### config.mk
export PLATFORM = sky130hd
export DESIGN_NAME = prhl_ram
export DESIGN_NICKNAME = d
export VERILOG_FILES = /design/src/design/prhl_ram.sv
export SDC_FILE = /design/constraint.sdc
export NUM_CORES = 1
export LEC_CHECK = 0
export BUFFER_PORTS_ARGS = -buffer_cell sky130_fd_sc_hd__buf_2
export CAP_MARGIN = 30
export CORE_MARGIN = 2
export CORE_UTILIZATION = 48
export CTS_CLUSTER_SIZE = 10
export DETAILED_ROUTE_END_ITERATION = 10
export HOLD_SLACK_MARGIN = 0.1
export PLACE_DENSITY = 0.72
export SLEW_MARGIN = 10
export SYNTH_ARGS = -nofsm -noshare
export SYNTH_HDL_FRONTEND = slang
export SYNTH_SLANG_ARGS = --single-unit
### constraint.sdc
create_clock -name i_clk -period 1.55 [get_ports i_clk]
set_clock_uncertainty 0.15 [all_clocks]
set_input_delay 0.31 -clock i_clk [delete_from_list [all_inputs] [get_ports i_clk]]
set_output_delay 0.31 -clock i_clk [all_outputs]
set_load 0.01 [all_outputs]
### src/design/prhl_ram.sv
`timescale 1ns / 1ps
module prhl_ram #(
    parameter int WIDTH = 8,
    parameter int DEPTH = 4
) (
    input  logic                     i_clk,
    input  logic                     i_we,
    input  logic [$clog2(DEPTH)-1:0] i_waddr,
    input  logic [WIDTH-1:0]         i_wdata,
    input  logic [$clog2(DEPTH)-1:0] i_raddr,
    output logic [WIDTH-1:0]         o_rdata
);

    logic [WIDTH-1:0] r_mem [DEPTH];
    logic [WIDTH-1:0] r_rdata;

    always_ff @(posedge i_clk) begin
        if (i_we) begin
            r_mem[i_waddr] <= i_wdata;
        end
        r_rdata <= r_mem[i_raddr];
    end

    assign o_rdata = r_rdata;

endmodule
==> flow_metrics.tcl <==
set metrics [dict create \
    antenna_left 0 \
    layout_cell_share_with_drive_strength_beyond_1 0.424 \
    die_h_um 57.0 \
    max-vdd-ir-drop_uv 899 \
    worst-endpoint-required_ns 1.09 \
    netlist_top_cells_count "32 x sky130_fd_sc_hd__edfxtp_1, 8 x sky130_fd_sc_hd__dfxtp_1, 8 x sky130_fd_sc_hd__mux4_2, 2 x sky130_fd_sc_hd__and3b_1" \
    holdPathStages 2 \
    post_cts.resized_instances 0 \
    ff2ff_path_depth 1 \
    critical-path-max-stage-delay_ns 0.34 \
    gpl.final_weighted_congestion 0.637 \
    post_drt_via_cell_ratio 5.24 \
    synth_cell_type_count 8 \
    hold_path_class "input pin to register" \
    powerDensity_nw_per_um2 1240 \
    synth.largest_area_cell "sky130_fd_sc_hd__edfxtp_1" \
    drtPass1Iterations 3 \
    total_leakage_power_nw 0.611 \
    design.portCount 22 \
    final-hold-violation-count 0 \
    postPlaceCellArea_sq_um 1500 \
    clkSlewWorstSetupHoldPaths_ns 0.11 \
    initial_utilization 0.498 \
    fp-row-count 19 \
    period_needed_ns 1.25 \
    yosys_register_bits 40 \
    htree_num_levels 2 \
    insertion_delay_ns 0.33 \
    final_worst_setup_slack_ns 0.296 \
    crit_cells 1 \
    worst_setup_path_category "register to primary output" \
    synth_async_sr_flop_share 0 \
    finalMaxSlewViolations 0 \
    port_buffers 21 \
    fmax_mhz 797 \
    tritoncts "yes" \
    synthTopCellsByArea "sky130_fd_sc_hd__edfxtp_1 71%, sky130_fd_sc_hd__mux4_2 13%, sky130_fd_sc_hd__dfxtp_1 12%" \
    synthesis.area_sq_um 1350 \
    ys_seq_area_frac 0.831 \
    timing.critical_path.arrival_ns 0.79 \
    netlist.area_leader.share 0.712 \
    run_status "finished clean" \
    post-synth-top-count-cell "sky130_fd_sc_hd__edfxtp_1" \
    synthesis.nets 68 \
    syn_area_per_cell_sq_um 25.0 \
    num_antenna_cells 0 \
    yosys_most_used_dff "sky130_fd_sc_hd__edfxtp_1" \
    root_buffer "sky130_fd_sc_hd__clkbuf_4" \
    wire_length_of_the_first_global_routing_pass_um 3420 \
    numCtsBuffers 5 \
    cts.sinks 40 \
    cap_violations 0 \
    clk_path_buf_depth 2 \
    final.setup.tns_ns 0 \
    via_count 644 \
    synth.yosys.warnings 0 \
    tightest_slew_ns 0.421 \
    route.final.wire_length_um 2060 \
    global_route_congestion_overflow_total 0 \
    first_global_vias 724 \
    remaining_drc_errors 0 \
    critPathTopFamily "flip-flops" \
    number_of_synthesized_flops_with_an_enable_pin 32 \
    critical_path_buffer_and_inverter_count 1 \
    preCtsSetupSlack_ns 0.117 \
    overall_die_area_sq_um 3250 \
    wire_per_inst_um 16.8 \
    die_width_um 57.0 \
    path_max_fanout 1 \
    dr.first_iter.drc_count 11 \
    slowest_stage "sky130_fd_sc_hd__dfxtp_1" \
    coreArea_sq_um 2710 \
    ratio_of_final_minimum_period_to_clock_period 0.809 \
    relSlewSlack 0.720 \
    rsz0062_at_grt "false" \
    setup_viol 0 \
    gr_util_all_layers 0.153 \
    crit_chain "buf_2" \
    place_hpwl_um 1350 \
    design.final.nets 105 \
    crit_path_start_kind "register" \
    area_growth_syn_to_layout_pct 23.4 \
    hold_slack_ns 0.246 \
    antenna_violations_before_repair 0 \
    grt_max_degree 13 \
    crit_path_end_kind "primary output" \
    fin_area_sq_um 1660 \
    syn_inst 54 \
]
## registers in the layout, summed over array words and instances, names as in the netlist
signal   flops
o_rdata      8
r_mem       32
## placed cells by master (no fill, tap or decap), drive strengths merged
cell type	n
buf	24
clkbuf	6
and3	1
dlygate4sd3	8
mux4	8
and3b	2
nor3b	1
edfxtp	32
bufinv	1
dfxtp	8
clkinv	1
## area by class of cell
cell class                 instances  area (sq um)
clock buffer                       6          51.3
timing repair buffer              32           208
clock inverter                     2          33.8
tap                               31          38.8
sequential                        40          1120
fill                             208          1050
multi-input combinational         12           211
## report_power, final
part	internal (mW)	switching, mW
combinational	0.0751	0.0624
clock	0.379	0.314
sequential	1.22	0.0144
## final timing paths
| check | startpoint | to | slack [ns] |
|---|---|---|---|
| min | i_raddr[1] | o_rdata[1] | 0.25 |
| min reg2reg | r_mem[0][7] | o_rdata[7] | 0.41 |
| max | o_rdata[3] | o_rdata[3] | 0.30 |
| max reg2reg | r_mem[2][3] | o_rdata[3] | 0.42 |
## kinds of logic (layout without fill, tap and decap cells)
group,count (synthesis),count (layout),synth area share
mux,8,8,0.134
simple gates,4,4,0.0232
buf+inv,2,40,0.0121
flops,40,40,0.831
## metrics by stage
step | cells | power (mW) | utilization
after floorplan | 54 | 1.32 | -
after global placement | 107 | 1.38 | 0.553
after detailed placement | 107 | 1.39 | 0.553
after CTS | 123 | 2.08 | 0.614
after global routing | 123 | 2.14 | 0.614
final | 123 | 2.07 | 0.614
## repair_timing
item,4_1_cts,5_1_grt
hold buffers,8,0
hold endpoints to repair,32,0
setup buffers,0,0
## layer usage
metal  vias to the layer above  GRT usage  wire [um]
met5                         -          0          0
met4                         0     0.0698         38
met3                         5     0.0476         90
met2                        18      0.256       1080
met1                       323      0.182        850
li1                        298          -          -
Power figures use the tool's default switching activity.
